===== src/rtl/nca_pkg.sv =====
// ============================================================================
// nca_pkg: shared types and constants for the nearest centroid accumulator
// Holds the sizes, the mode and state codes, and the structs that travel
// between the control logic and the row of centroid cells.
// ============================================================================
package nca_pkg;

	// Sizes of the stored state and the channel fields.
	localparam int MAX_CENTROIDS = 16;
	localparam int COORD_W       = 16;
	localparam int COUNT_W       = 20;
	localparam int SUM_W         = COORD_W + COUNT_W;
	localparam int IDX_W         = $clog2(MAX_CENTROIDS);
	localparam int CNT_W         = $clog2(MAX_CENTROIDS + 1);
	localparam int DIST_W        = 2 * COORD_W + 1;
	localparam int CFG_W         = 5;
	localparam int SLOT_W        = 4;
	localparam int MODE_W        = 2;
	localparam int OUT_IDX_W     = 4;

	// Operation codes carried in the mode field.
	localparam logic [MODE_W-1:0] MODE_LOAD   = 2'd0;
	localparam logic [MODE_W-1:0] MODE_ASSIGN = 2'd1;
	localparam logic [MODE_W-1:0] MODE_DUMP   = 2'd2;

	// Control sequencer states.
	typedef enum logic [2:0] {
		ST_IDLE,
		ST_DIST,
		ST_SCAN,
		ST_UPDATE,
		ST_EMIT,
		ST_DUMP
	} state_t;

	// Command broadcast from the control logic to every cell.
	typedef struct packed {
		logic                      load_en;
		logic                      upd_en;
		logic [IDX_W-1:0]          idx;
		logic signed [COORD_W-1:0] px;
		logic signed [COORD_W-1:0] py;
	} cell_cmd_t;

	// Running minimum handed from one cell to the next.
	typedef struct packed {
		logic              valid;
		logic [DIST_W-1:0] min_d;
		logic [IDX_W-1:0]  idx;
	} token_t;

	// Contents of one cluster slot.
	typedef struct packed {
		logic signed [COORD_W-1:0] cx;
		logic signed [COORD_W-1:0] cy;
		logic [COUNT_W-1:0]        cnt;
		logic signed [SUM_W-1:0]   sx;
		logic signed [SUM_W-1:0]   sy;
	} cell_state_t;

endpackage


===== src/rtl/nca_cell.sv =====
// ============================================================================
// nca_cell: one centroid cell of the comparison row
// Holds one cluster's centroid, count and sums, computes the squared distance
// to the broadcast point, and passes the running minimum to its neighbor.
// ============================================================================
module nca_cell (
	input  logic                          clk,
	input  logic                          arst_n,
	input  logic [nca_pkg::IDX_W-1:0]     cell_id,
	input  logic [nca_pkg::CNT_W-1:0]     active_n,
	input  nca_pkg::cell_cmd_t            cmd,
	input  nca_pkg::token_t               tok_in,
	output nca_pkg::token_t               tok_out,
	output nca_pkg::cell_state_t          st
);

	nca_pkg::cell_state_t               st_q;
	logic                               tok_valid_q;
	logic [nca_pkg::DIST_W-1:0]         tok_min_q;
	logic [nca_pkg::IDX_W-1:0]          tok_idx_q;
	logic signed [nca_pkg::COORD_W:0]   dx_w;
	logic signed [nca_pkg::COORD_W:0]   dy_w;
	logic [nca_pkg::COORD_W-1:0]        adx;
	logic [nca_pkg::COORD_W-1:0]        ady;
	logic [2*nca_pkg::COORD_W-1:0]      sqx;
	logic [2*nca_pkg::COORD_W-1:0]      sqy;
	logic [nca_pkg::DIST_W-1:0]         d_q;
	logic                               active;
	logic                               win;
	logic                               hit;
	logic signed [nca_pkg::SUM_W-1:0]   px_ext;
	logic signed [nca_pkg::SUM_W-1:0]   py_ext;

	// Absolute coordinate differences and their squares.
	always_comb begin
		dx_w = {st_q.cx[nca_pkg::COORD_W-1], st_q.cx} - {cmd.px[nca_pkg::COORD_W-1], cmd.px};
		dy_w = {st_q.cy[nca_pkg::COORD_W-1], st_q.cy} - {cmd.py[nca_pkg::COORD_W-1], cmd.py};
		adx  = dx_w[nca_pkg::COORD_W] ? (~dx_w[nca_pkg::COORD_W-1:0] + 1'b1)
			: dx_w[nca_pkg::COORD_W-1:0];
		ady  = dy_w[nca_pkg::COORD_W] ? (~dy_w[nca_pkg::COORD_W-1:0] + 1'b1)
			: dy_w[nca_pkg::COORD_W-1:0];
		sqx  = adx * adx;
		sqy  = ady * ady;
	end

	// The squared distance is registered before it enters the comparison.
	always_ff @(posedge clk) begin
		d_q <= nca_pkg::DIST_W'(sqx) + nca_pkg::DIST_W'(sqy);
	end

	// Only active cells compete; a tie keeps the earlier, lower index.
	assign active = {1'b0, cell_id} < active_n;
	assign win    = active && ((cell_id == '0) || (d_q < tok_in.min_d));

	always_ff @(posedge clk or negedge arst_n) begin
		if (!arst_n) begin
			tok_valid_q <= 1'b0;
		end else begin
			tok_valid_q <= tok_in.valid;
		end
	end

	always_ff @(posedge clk) begin
		if (win) begin
			tok_min_q <= d_q;
			tok_idx_q <= cell_id;
		end else begin
			tok_min_q <= tok_in.min_d;
			tok_idx_q <= tok_in.idx;
		end
	end

	// Cluster state: a load clears the totals, an assignment adds the point
	// until the count saturates.
	assign hit    = (cmd.idx == cell_id);
	assign px_ext = nca_pkg::SUM_W'(cmd.px);
	assign py_ext = nca_pkg::SUM_W'(cmd.py);

	always_ff @(posedge clk or negedge arst_n) begin
		if (!arst_n) begin
			st_q <= '0;
		end else if (cmd.load_en && hit) begin
			st_q.cx  <= cmd.px;
			st_q.cy  <= cmd.py;
			st_q.cnt <= '0;
			st_q.sx  <= '0;
			st_q.sy  <= '0;
		end else if (cmd.upd_en && hit && (st_q.cnt != '1)) begin
			st_q.cnt <= st_q.cnt + 1'b1;
			st_q.sx  <= st_q.sx + px_ext;
			st_q.sy  <= st_q.sy + py_ext;
		end
	end

	assign tok_out = {tok_valid_q, tok_min_q, tok_idx_q};
	assign st      = st_q;

endmodule


===== config.mk =====
export PLATFORM = sky130hd
export DESIGN_NAME = nca_cell
export DESIGN_NICKNAME = d
export VERILOG_FILES = /design/src/rtl/nca_pkg.sv /design/src/rtl/nca_cell.sv
export SDC_FILE = /design/constraint.sdc
export NUM_CORES = 2
export LEC_CHECK = 0
export BUFFER_PORTS_ARGS = -buffer_cell sky130_fd_sc_hd__buf_2
export CAP_MARGIN = 40
export CORE_AREA = 4 4 218 220
export CTS_CLUSTER_DIAMETER = 30
export CTS_CLUSTER_SIZE = 24
export DETAILED_ROUTE_END_ITERATION = 8
export DIE_AREA = 0 0 222 224
export PLACE_DENSITY = 0.82
export RECOVER_POWER = 50
export SYNTH_ARGS = -nofsm -noshare
export SYNTH_HDL_FRONTEND = slang
export SYNTH_SLANG_ARGS = --single-unit

===== constraint.sdc =====
create_clock -name clk -period 10.6 [get_ports clk]
set_input_delay 1.06 -clock clk [delete_from_list [all_inputs] [get_ports clk]]
set_output_delay 1.06 -clock clk [all_outputs]
set_load 0.02 [all_outputs]

==> impl_metrics.ini <==
[global_routing]
grt_max_degree = 61
antenna_found_initial = 3
grt_pass1_wl_um = 126000
grt_use_total_pct = 31.5
grt-ovfl-total = 0
grt_pass1_vias = 25510

[critical_path]
cp.required_ps = 11040
crit_type = input pin to register
critical-path-slowest-cell = fa_1
cp-end-kind = register
cpPeakStageDelay_ps = 550
critPathMaxFanout = 7
crit_top_cell = fa_1
start_kind = input pin
arrival_ps = 10730
reg2regPathDepth = 39

[placement]
hpwl_um = 64600
io_buffers = 248
routabilityCongestion = 0.966
dpl_cell_area_um2 = 31900
dp.cells = 4133

[finish]
multiInputGateArea_um2 = 21400
final_cells = 4172
areaGrowthSynthToFinish_pct = 14.2
fin_area_um2 = 32500
drive_gt1_share_pct = 14.9
fill_cells = 3472
layout.area.seq_um2 = 4530
fin_nets = 4370
diodes = 0

[clock_tree]
cts_root_buffer = clkbuf_16
clk_path_buf_depth = 2
cts_tree = yes
clock_sinks = 195
clk_pin_slew_ps = 80
h-tree-depth = 4
clk_latency_ps = 510
numCtsBuffers = 17

[drt]
wl_per_cell_um = 18.5
drt_iter0_drc = 1479
drc_errors = 0
vias_per_cell = 5.63
vias = 23483
dr.pass1.iters = 7
ant_nets = 0
finalWirelength_um = 77100

[synthesis]
synth_flop_cell = dfrtp_1
synth_area_um2 = 28500
synth_common_cells = inv_1 (646), fa_1 (388), ha_1 (336), nor2_1 (250), nand2_1 (237)
synth_warnings = 0
synth_area_leaders = fa_1 (27%), ha_1 (15%), dfrtp_1 (11%)
synth.avg_cell_area_um2 = 9.08
ys_types = 105
syn-num-nets = 3946
synthArstFlopShare_pct = 64.1
yosys.area.top_type = fa_1
synth_most_common_cell = inv_1
synth-edff-count = 0
syn_inst = 3135
synth_seq_area_share_pct = 15.9
synthDominantCellAreaShare_pct = 27.3
synth_seq_cells = 195

[die]
die_w_um = 222
ioPinCount = 249
fp-row-count = 78
core-area_um2 = 45300
die_h_um = 224
dieArea_um2 = 49700
start_util_pct = 62.9

[timing]
min_period_over_period_pct = 97.1
worst_pin_slew_ps = 3070
finalCriticalPeriod_ps = 10290
final_max_slew_viol_count = 130
hold-worst-slack_ps = 492
slew_headroom_pct = -104
fin_worst_skew_ps = 16.4
hold_violations = 0
final-setup-viol-count = 0
fmax_mhz = 97.2

[outcome]
status = complete, but fails checks
violations = max-capacitance violations, max-slew violations

[min_path]
holdPathStages = 1
timing.hold.worst.class = register to register

[flow_run]
maxCapViolCount = 3
## cell usage in the layout (no fill, tap or decap), drive strengths merged, types with 40 or more instances in the layout
| cell type | n |
|---|---|
| xnor2 | 85 |
| nand2 | 237 |
| a21o | 81 |
| ha | 336 |
| fa | 388 |
| a21oi | 122 |
| inv | 660 |
| clkbuf | 134 |
| nand3 | 40 |
| buf | 357 |
| o21ai | 138 |
| nor2 | 256 |
| dfxtp | 70 |
| dfrtp | 125 |
| xor2 | 74 |
## logic make-up after synthesis
logic type,count (synthesis),share of synthesized area [%]
and+or+nand+nor,746,12.2
adders and majority gates,724,42.0
buffers and inverters,723,9.71
AOI/OAI and AO/OA,543,13.1
DFF,195,15.9
xor gates and xnor gates,159,5.29
muxes,45,1.74
## final cells by class
cell class              instances  area share (%)
clock buffers                  19            1.39
clock inverters                13           0.416
inverters                     656            7.58
multi-input cells            2217            65.7
flip-flops and latches        195            13.9
well taps                     600            2.31
repair buffers                472            8.67
## stage by stage
stage	setup slack [ps]	setup TNS (ps)	utilization [%]
after floorplan	125	0	-
after global placement	-20.1	-28.6	70.2
after detailed placement	-389	-2000	70.4
after CTS	98.4	0	71.7
after global routing	-37.1	-77.6	71.8
final	313	0	71.8
## per-layer routing
layer / wire, um / track usage [%] / share of wire (%) / vias up
met5: 46 / 0 / 0.060 / -
met4: 3160 / 13.4 / 4.1 / 6
met3: 6140 / 6.67 / 8.0 / 186
met2: 38000 / 54.4 / 49 / 838
met1: 29700 / 38.5 / 39 / 11524
li1: - / - / - / 10929
## critical path: cells and delay by family
family | cells | cell delay [ps]
compound gates | 16 | 3340
xor+xnor | 3 | 570
fa+ha+maj | 11 | 4860
buf+inv | 7 | 660
simple gates | 2 | 260
## worst paths after layout
path / from / end / slack, ps
max reg2reg: st[108] / d_q[32] / 470
max: cmd[16] / d_q[32] / 310
min reg2reg: d_q[1] / tok_min_q[1] / 490
min: d_q[1] / tok_min_q[1] / 490
max in group asynchronous: arst_n / st[19] / 4350
min in group asynchronous: arst_n / st[65] / 1060
## sequential cells by signal, summed over array words and instances, names as in the netlist
register,cells
tok_idx_q,4
tok_min_q,33
d_q,33
tok_valid_q,1
st,124
## repair_timing
item	4_1_cts	5_1_grt
buffers inserted	0	7
endpoints found under the hold margin	0	0
gates resized for setup	0	35
hold buffers	0	0
endpoints found under the setup margin	0	10
Power is left out: the tool's default activity adds up to more than one toggle a clock period on the data nets, which glitch-free logic cannot reach.
